$ cat config.mk
export PLATFORM = sky130hd
export DESIGN_NAME = segment_page_mapper_core
export DESIGN_NICKNAME = d
export VERILOG_FILES = /design/src/rtl/spm_pkg.sv /design/src/rtl/spm_map.sv /design/src/rtl/segment_page_mapper_core.sv
export SDC_FILE = /design/constraint.sdc
export NUM_CORES = 1
export LEC_CHECK = 0
export BUFFER_PORTS_ARGS = -buffer_cell sky130_fd_sc_hd__clkbuf_2
export CORE_MARGIN = 2
export CORE_UTILIZATION = 45
export CTS_BUF_LIST = sky130_fd_sc_hd__clkbuf_4 sky130_fd_sc_hd__clkbuf_8
export CTS_CLUSTER_SIZE = 25
export DETAILED_ROUTE_END_ITERATION = 16
export PLACE_DENSITY = 0.69
export SYNTH_ARGS = -nofsm -noshare
export SYNTH_HDL_FRONTEND = slang
export SYNTH_HIERARCHICAL = 1
export SYNTH_SLANG_ARGS = --single-unit
$ cat constraint.sdc
create_clock -name clk -period 2.2 [get_ports clk]
set_clock_uncertainty 0.15 [all_clocks]
set_input_delay 0.44 -clock clk [delete_from_list [all_inputs] [get_ports clk]]
set_output_delay 0.44 -clock clk [all_outputs]
set_load 0.02 [all_outputs]
$ cat src/rtl/spm_pkg.sv
// Package for the segment page mapper: sizes, codes, register indexes and map helpers.
package spm_pkg;

  // Store sizes.
  localparam int ROM_PAGES = 256;
  localparam int RAM_PAGES = 64;
  localparam int SEG_BYTES = 8192;
  localparam int ROM_BYTES = 16384;

  localparam int ADDR_W   = 16;
  localparam int OFS_W    = 13;
  localparam int SEG_W    = 3;
  localparam int PHYS_W   = 23;
  localparam int PAGE_W   = 6;
  localparam int CFG_IDX_W = 3;
  localparam int CFG_DAT_W = 8;

  // Byte address in main memory where the RAM pages start.
  localparam logic [PHYS_W-1:0] RAM_BASE = PHYS_W'(ROM_PAGES * ROM_BYTES);

  // Sideways RAM base pages.
  localparam logic [2:0] DOCK_HI = 3'b100;  // page 32 + segment
  localparam logic [2:0] EX_HI   = 3'b101;  // page 40 + segment

  // Target store codes.
  localparam logic [1:0] STORE_MAIN     = 2'd0;
  localparam logic [1:0] STORE_VRAM     = 2'd1;
  localparam logic [1:0] STORE_FAILSAFE = 2'd2;

  // Region type codes.
  localparam logic [1:0] REGION_ROM  = 2'd0;
  localparam logic [1:0] REGION_HOME = 2'd1;
  localparam logic [1:0] REGION_DOCK = 2'd2;
  localparam logic [1:0] REGION_EX   = 2'd3;

  // Configuration register indexes.
  localparam logic [CFG_IDX_W-1:0] REG_BANK_PORT     = 3'd0;
  localparam logic [CFG_IDX_W-1:0] REG_PLUS3_PORT    = 3'd1;
  localparam logic [CFG_IDX_W-1:0] REG_SIDEWAYS_MASK = 3'd2;
  localparam logic [CFG_IDX_W-1:0] REG_EX_SELECT     = 3'd3;
  localparam logic [CFG_IDX_W-1:0] REG_ROM_PAGE      = 3'd4;
  localparam logic [CFG_IDX_W-1:0] REG_COMPAT_128    = 3'd5;
  localparam logic [CFG_IDX_W-1:0] REG_FAILSAFE      = 3'd6;

  typedef struct packed {
    logic [7:0] bank_port;
    logic [7:0] plus3_port;
    logic [7:0] sideways_mask;
    logic       ex_select;
    logic [7:0] rom_page;
    logic       compat_128;
    logic       failsafe;
  } spm_cfg_t;

  typedef struct packed {
    logic [1:0]        target_store;
    logic [PHYS_W-1:0] phys_address;
    logic [1:0]        region_type;
  } spm_result_t;

  // Table of ROM page numbers wrapped into the fitted ROM, built at elaboration.
  function automatic logic [255:0][7:0] rom_wrap_table();
    logic [255:0][7:0] t;
    for (int i = 0; i < 256; i++) begin
      t[i] = 8'(i % ROM_PAGES);
    end
    return t;
  endfunction

  localparam logic [255:0][7:0] ROM_WRAP = rom_wrap_table();

  // 16 KB page of one slot in all-RAM mode.
  function automatic logic [2:0] page_set(input logic [1:0] set, input logic [1:0] slot);
    logic [2:0] p;
    case (set)
      2'd0:    p = {1'b0, slot};
      2'd1:    p = {1'b1, slot};
      2'd2:    p = (slot == 2'd3) ? 3'd3 : {1'b1, slot};
      default: begin
        case (slot)
          2'd0:    p = 3'd4;
          2'd1:    p = 3'd7;
          2'd2:    p = 3'd6;
          default: p = 3'd3;
        endcase
      end
    endcase
    return p;
  endfunction

  // Byte address of an 8 KB RAM page; pages past the fitted RAM wrap around.
  // Page numbers stay below 64, which is under twice the smallest RAM size.
  function automatic logic [PHYS_W-1:0] ram_addr(input logic [PAGE_W-1:0] page,
                                                input logic [OFS_W-1:0] ofs);
    logic [PAGE_W-1:0] p;
    p = (32'(page) >= RAM_PAGES) ? PAGE_W'(32'(page) - RAM_PAGES) : page;
    return RAM_BASE + PHYS_W'({p, ofs});
  endfunction

endpackage

$ cat src/rtl/spm_map.sv
// Address translation logic: one CPU address to store, physical address and region.
module spm_map (
  input  spm_pkg::spm_cfg_t              cfg,
  input  logic [spm_pkg::ADDR_W-1:0]     cpu_address,
  output spm_pkg::spm_result_t           result
);

  logic [spm_pkg::SEG_W-1:0] seg;
  logic [spm_pkg::OFS_W-1:0] ofs;
  logic [4:0]                bank;
  logic [2:0]                set_page;
  logic [7:0]                rom_p;

  assign seg = cpu_address[15:13];
  assign ofs = cpu_address[spm_pkg::OFS_W-1:0];
  assign bank = {(cfg.compat_128 ? 2'b00 : cfg.bank_port[7:6]), cfg.bank_port[2:0]};
  assign set_page = spm_pkg::page_set(cfg.plus3_port[2:1], seg[2:1]);
  assign rom_p = spm_pkg::ROM_WRAP[cfg.rom_page];

  always_comb begin
    result.target_store = spm_pkg::STORE_MAIN;
    result.region_type  = spm_pkg::REGION_HOME;
    result.phys_address = '0;
    if (cfg.plus3_port[0]) begin
      result.phys_address = spm_pkg::ram_addr({2'b00, set_page, seg[0]}, ofs);
    end else begin
      case (seg[2:1])
        2'd0: begin
          result.phys_address = spm_pkg::PHYS_W'({rom_p, seg[0], ofs});
          result.region_type  = spm_pkg::REGION_ROM;
        end
        2'd1: result.phys_address = spm_pkg::ram_addr({5'd5, seg[0]}, ofs);
        2'd2: result.phys_address = spm_pkg::ram_addr({5'd2, seg[0]}, ofs);
        default: begin
          if (bank == 5'd5 || bank == 5'd7) begin
            // Banked pages 5 and 7 live in video RAM.
            result.target_store = spm_pkg::STORE_VRAM;
            result.phys_address = spm_pkg::PHYS_W'({bank[1], seg[0], ofs});
          end else begin
            result.phys_address = spm_pkg::ram_addr({bank, seg[0]}, ofs);
          end
        end
      endcase

      if (cfg.sideways_mask[seg]) begin
        result.target_store = spm_pkg::STORE_MAIN;
        if (cfg.ex_select) begin
          result.phys_address = spm_pkg::ram_addr({spm_pkg::EX_HI, seg}, ofs);
          result.region_type  = spm_pkg::REGION_EX;
        end else begin
          result.phys_address = spm_pkg::ram_addr({spm_pkg::DOCK_HI, seg}, ofs);
          result.region_type  = spm_pkg::REGION_DOCK;
        end
      end

      if (cfg.failsafe && seg[2:1] == 2'd0) begin
        result.target_store = spm_pkg::STORE_FAILSAFE;
        result.phys_address = spm_pkg::PHYS_W'({seg[0], ofs});
        result.region_type  = spm_pkg::REGION_ROM;
      end
    end
  end

endmodule

$ cat src/rtl/segment_page_mapper_core.sv
// Top level of the segment page mapper: config registers, input stage and result stage.
//
//  Channel   Direction  Handshake              Word
//  in_       input      in_valid / in_ready    cpu_address
//  out_      output     out_valid / out_ready  target_store, phys_address, region_type
//  cfg_      input      cfg_we (no wait)       cfg_index, cfg_wdata
//
// Each word is held in the input register and then moves to the result register, from
// which its result is offered on out_; while out_ready stays high, one word per cycle
// flows through. The translation is combinational logic over the config registers.
// Reset (synchronous, active low) empties both stages and clears every config register.
// When the result side stalls, the input register still takes one more word, so the
// two registers together act as a skid buffer.
module segment_page_mapper_core (
  input  logic                            clk,
  input  logic                            rst_n,
  input  logic                            in_valid,
  output logic                            in_ready,
  input  logic [spm_pkg::ADDR_W-1:0]      in_cpu_address,
  output logic                            out_valid,
  input  logic                            out_ready,
  output logic [1:0]                      out_target_store,
  output logic [spm_pkg::PHYS_W-1:0]      out_phys_address,
  output logic [1:0]                      out_region_type,
  input  logic                            cfg_we,
  input  logic [spm_pkg::CFG_IDX_W-1:0]   cfg_index,
  input  logic [spm_pkg::CFG_DAT_W-1:0]   cfg_wdata
);

  spm_pkg::spm_cfg_t    cfg_r;
  spm_pkg::spm_result_t map_res;
  spm_pkg::spm_result_t res_r;

  logic                        in_valid_r;
  logic [spm_pkg::ADDR_W-1:0]  addr_r;
  logic                        out_valid_r;
  logic                        res_load;
  logic                        in_take;

  // The result register loads whenever it is empty or being drained.
  assign res_load = !out_valid_r || out_ready;
  // The input register takes a word when empty or when it hands its word on.
  assign in_ready = !in_valid_r || res_load;
  assign in_take  = in_valid && in_ready;

  // Configuration writes; an index past the last register is dropped.
  always_ff @(posedge clk) begin
    if (!rst_n) begin
      cfg_r <= '0;
    end else if (cfg_we) begin
      case (cfg_index)
        spm_pkg::REG_BANK_PORT:     cfg_r.bank_port     <= cfg_wdata;
        spm_pkg::REG_PLUS3_PORT:    cfg_r.plus3_port    <= cfg_wdata;
        spm_pkg::REG_SIDEWAYS_MASK: cfg_r.sideways_mask <= cfg_wdata;
        spm_pkg::REG_EX_SELECT:     cfg_r.ex_select     <= cfg_wdata[0];
        spm_pkg::REG_ROM_PAGE:      cfg_r.rom_page      <= cfg_wdata;
        spm_pkg::REG_COMPAT_128:    cfg_r.compat_128    <= cfg_wdata[0];
        spm_pkg::REG_FAILSAFE:      cfg_r.failsafe      <= cfg_wdata[0];
        default: ;
      endcase
    end
  end

  // Input stage.
  always_ff @(posedge clk) begin
    if (!rst_n) begin
      in_valid_r <= 1'b0;
    end else if (in_ready) begin
      in_valid_r <= in_valid;
    end
  end

  always_ff @(posedge clk) begin
    if (in_take) begin
      addr_r <= in_cpu_address;
    end
  end

  spm_map u_map (
    .cfg         (cfg_r),
    .cpu_address (addr_r),
    .result      (map_res)
  );

  // Result stage.
  always_ff @(posedge clk) begin
    if (!rst_n) begin
      out_valid_r <= 1'b0;
    end else if (res_load) begin
      out_valid_r <= in_valid_r;
    end
  end

  always_ff @(posedge clk) begin
    if (res_load && in_valid_r) begin
      res_r <= map_res;
    end
  end

  assign out_valid        = out_valid_r;
  assign out_target_store = res_r.target_store;
  assign out_phys_address = res_r.phys_address;
  assign out_region_type  = res_r.region_type;

endmodule
Yosys cells after proc, flatten, opt, wreduce, memory -nomap -nowiden --
Memory sizes are Yosys's and may differ from the RTL's. A register that Yosys moved wholly into a read port is not among the register bits. Index checks and enable logic that the tools add are counted.
Word-level totals: register bits 75, bits in read-only memories 2048, input bits 32, output and inout port bits 29, logic and storage cells 76, memories 1
Memories:
- (name not given) | depth 256, bits a word 8, read ports 1, clocked after Yosys merged registers in 1, write ports 0, line spm_map.sv:18 | assign rom_p = spm_pkg::ROM_WRAP[cfg.rom_page];
Cells by class: $add $sub $neg 6, $lt $le $gt $ge 2, eq/ne operators 13, muxes and demuxes 18, reductions and logical operators 21
Operators by type and width (number):
- $add 23x19->23 const A | 3
- $pmux 23 s3 | 1
- $add 23x17->23 const A | 2
- $mux 23 | 2
- $mux 27 | 1
- $mux 26 | 1
- $mux 25 | 1
- $mux 8 | 3
- $add 23x16->23 const A | 1
- $pmux 3 s3 | 2
- $reduce_and 2->1 | 7
- $eq 5x3->1 const B | 2
- $eq 3x3->1 const B | 3
- $lt 8x9->1 const B | 1
- $eq 2x2->1 const B | 3
- $eq 3x2->1 const B | 2
- $reduce_or 6->1 | 1
- $eq 2x1->1 const B | 2
- $logic_not 2->1 | 2
- $lt 3x4->1 const B | 1
- $mux 1 | 4
- $bmux 1 s3 | 1
- $eq 3x1->1 const B | 1
- $logic_and 1x1->1 | 3
- other kinds (7) | 10

Depth between registers and ports, before layout --
depth in word-level cells 8, gate-level depth with buffers 7, depth with buffers taken out 6

Hierarchy --
The synthesis kept the hierarchy.
Modules (own cells, without submodules):
- segment_page_mapper_core | times used 1, cells each 181, area an instance 2705.1 um2, seq. area each 2031.9 um2
- spm_map | times used 1, cells each 83, area an instance 650.6 um2, seq. area each 0.0 um2

Worst setup path before layout --
Ideal clock, no wire load.
path kind register -> register, from reg out_valid_r, in the netlist out_valid, to reg res_r, in the netlist out_phys_address[0] (enable), setup time 0.414 ns, arrival 1.778 ns, data required time 1.636 ns, slack -0.142 ns, cell stages (with the launch flop) 3, buffers on the path 0, period minus slack after synthesis 2.342 ns, path through dfxtp_1 nor2b_1 nor2b_1
Between the ends: word-level cells in the longest chain between the ends 3
Ends and longest elaborated chain:
- from (decl) | line segment_page_mapper_core.sv:36 | logic out_valid_r;
- from (signal assigned) | line segment_page_mapper_core.sv:90 | out_valid_r <= in_valid_r;
- $logic_not 1->1 | line segment_page_mapper_core.sv:41 | assign res_load = !out_valid_r || out_ready;
- $logic_or 1x1->1 | line segment_page_mapper_core.sv:41
- $logic_and 1x1->1 | line segment_page_mapper_core.sv:95 | if (res_load && in_valid_r) begin
- to (signal assigned) | line segment_page_mapper_core.sv:96 | res_r <= map_res;
- to (decl) | line segment_page_mapper_core.sv:32 | spm_pkg::spm_result_t res_r;
No other way between the ends. A chain may end at the register's enable or synchronous reset.

==> flow_metrics.py <==
metrics = {
    "pwr": {
        "p_seq_share_pct": 55.9,
        "power.share.switching_pct": 25.6,
        "p_per_area_nw_per_um2": 753,
        "power_frac_comb_pct": 8.3,
        "power_switching_mw": 0.692,
        "p_clk_share_pct": 35.8,
        "vdd_drop_max_mv": 0.341,
        "p_int_mw": 2.01,
        "p_leak_nw": 1.52,
    },
    "detailed_routing": {
        "routedWlPerCell_um": 14.1,
        "dr.pass1.iters": 4,
        "via_per_inst": 5.05,
        "route.detailed.drc": 0,
        "drt_iter0_markers": 76,
        "ant_nets": 0,
        "num_vias": 1925,
        "wirelength_um": 5390,
    },
    "cells_and_area": {
        "area_growth_syn_to_layout_pct": 16.4,
        "multiInputGateArea_sq_um": 1020,
        "fillers": 582,
        "final_net_count": 333,
        "layout.cells.non_filler": 381,
        "final_area_sq_um": 3590,
        "drive_above_1_share_pct": 32.6,
        "register_area_sq_um": 1870,
        "antennaDiodeCount": 0,
    },
    "critical_path": {
        "arrival_ns": 2.07,
        "cp_max_fo": 12,
        "critPathSlowestCell": "edfxtp_1",
        "path_cells": "inv_1 > ha_2 > a211oi_1 > a21oi_1 > a21oi_1 > o311ai_0",
        "worstPathRequired_ns": 2.16,
        "cp-start-kind": "flip-flop",
        "max_stage_delay_ns": 0.46,
        "r2r-start": "addr_r[15]$_DFFE_PP_",
        "critPathBufInv": 1,
        "critical_path_class": "flip-flop to flip-flop",
        "crit_top_cell": "a21oi_1",
        "cp_top_family": "compound AO/OA/AOI/OAI gates",
        "end_kind": "flip-flop",
        "critical_path.startpoint": "addr_r[15]$_DFFE_PP_",
    },
    "clock_network": {
        "h-tree-depth": 3,
        "cts_root_buf": "clkbuf_8",
        "cts_made_buffers": 9,
        "clk_latency_ns": 0.36,
        "clkSinkCount": 72,
        "cts_tree": "done",
        "clockBufferDepth": 2,
        "path_clk_slew_ns": 0.09,
    },
    "logic_synthesis": {
        "synth.avg_cell_area_sq_um": 12.9,
        "syn_inst": 240,
        "synth_nets": 277,
        "ys_warn_count": 6,
        "syn_area_sq_um": 3090,
    },
    "placement": {
        "globalplace.congestion": 0.815,
        "dp_hpwl_um": 3870,
        "dp_slack_ns": -0.0510,
        "portBuffers": 60,
        "dpl_cell_area_sq_um": 3360,
        "placed_cells": 360,
    },
    "floorplan": {
        "die_w_um": 86.8,
        "ios": 61,
        "die_height_um": 86.8,
        "rows": 30,
        "start_util_pct": 45.9,
        "core_area_sq_um": 6720,
        "die_area_sq_um": 7540,
    },
    "worst_hold_path": {
        "holdCritStartpoint": "in_cpu_address[9]",
        "hold_class": "input pin to flip-flop",
    },
    "timing": {
        "max_freq_mhz": 475,
        "setup_viol": 0,
        "finalCriticalPeriod_ns": 2.11,
        "rsz0062_at_grt": "false",
        "drv_slew": 0,
        "finalHoldViolCount": 0,
        "fin_crit_sh_pct": 95.8,
        "slew-limit-headroom_pct": 65.2,
        "setup_tns_ns": 0,
        "tightest_slew_ns": 0.522,
        "worst_slack_ns": 0.0932,
    },
    "global_route": {
        "grt.total_usage_pct": 14.8,
        "grt_pass1_wl_um": 8420,
        "grt_max_degree": 28,
        "grt_overflow_total": 0,
        "grt_pass1_vias": 1762,
        "antenna_found_initial": 0,
    },
    "status": {
        "status": "finished, final reports clean",
    },
    "run": {
        "maxCapViolCount": 0,
    },
}
per-layer routing:
layer / share of wire [%] / track usage [%] / wire, um / vias up
li1: - / - / - / 969
met1: 46 / 19.1 / 2490 / 904
met2: 48 / 23.1 / 2590 / 39
met3: 3.3 / 2.95 / 176 / 13
met4: 2.5 / 8.52 / 134 / 0
met5: 0 / 0 / 0 / -
flip-flops by register name, indices dropped and copies added (netlist names):
name / cells
in_valid_r: 1
out_region_type: 2
out_phys_address: 23
out_valid: 1
cfg_r: 27
addr_r: 16
out_target_store: 2
per-stage QoR:
step | total power, mW | utilization (%) | hold slack, ns
after CTS | 2.72 | 52.8 | 0.0846
final | 2.70 | 53.4 | 0.0981
after global routing | 2.80 | 53.4 | 0.0894
after floorplan | 1.70 | - | 0.280
after detailed placement | 1.76 | 50.1 | 0.255
after global placement | 1.76 | 50.1 | 0.251
worst reg2reg max path, stage by stage (launching register included):
cell and delay (ns):
edfxtp_1 0.46, inv_1 0.14, ha_2 0.33, a211oi_1 0.11, a21oi_1 0.18, a21oi_1 0.11
o311ai_0 0.38
cell type report:
| class | instances | area share, % |
|---|---|---|
| multi-input combinational | 135 | 28.5 |
| inverter | 7 | 0.732 |
| clock inverter | 7 | 1.71 |
| sequential | 72 | 52.1 |
| clock buffer | 9 | 3.45 |
| timing repair buffer | 71 | 10.7 |
| tap | 80 | 2.79 |
worst paths after layout:
| kind | to | slack [ns] | depth (start not counted) |
|---|---|---|---|
| min | addr_r[9]$_DFFE_PP_ | 0.1 | 1 |
| max | out_phys_address[15]$_DFFE_PP_ | 0.09 | 6 |
| max reg2reg | out_phys_address[15]$_DFFE_PP_ | 0.09 | 6 |
| min reg2reg | out_phys_address[12]$_DFFE_PP_ | 0.27 | 0 |
placed cells by master (no fill, tap or decap), types with 4 or more instances in the layout:
cell type and n:
clkbuf_2 60, edfxtp_1 43, nand2_1 39, dfxtp_1 29, mux2i_1 27, buf_4 11, clkbuf_8 9, inv_1 7
and3_1 5, nand3b_1 4, a21oi_1 4, nand3_1 4, o211ai_1 4
repair_timing:
item                                    in CTS  in global routing
gates resized for setup                      1                  1
endpoints found under the setup margin       1                  3
buffers inserted                             0                  5
hold buffers                                 0                  0
power groups by stage:
stage               Clock, mW  Combinational (mW)  Sequential, mW
floorplan                   0               0.123            1.57
global placement            0               0.212            1.54
detailed placement          0               0.216            1.55
CTS                     0.992               0.217            1.51
global route             1.04               0.247            1.52
finish                  0.967               0.225            1.51
Note: power is estimated with default switching activity, not from simulation.
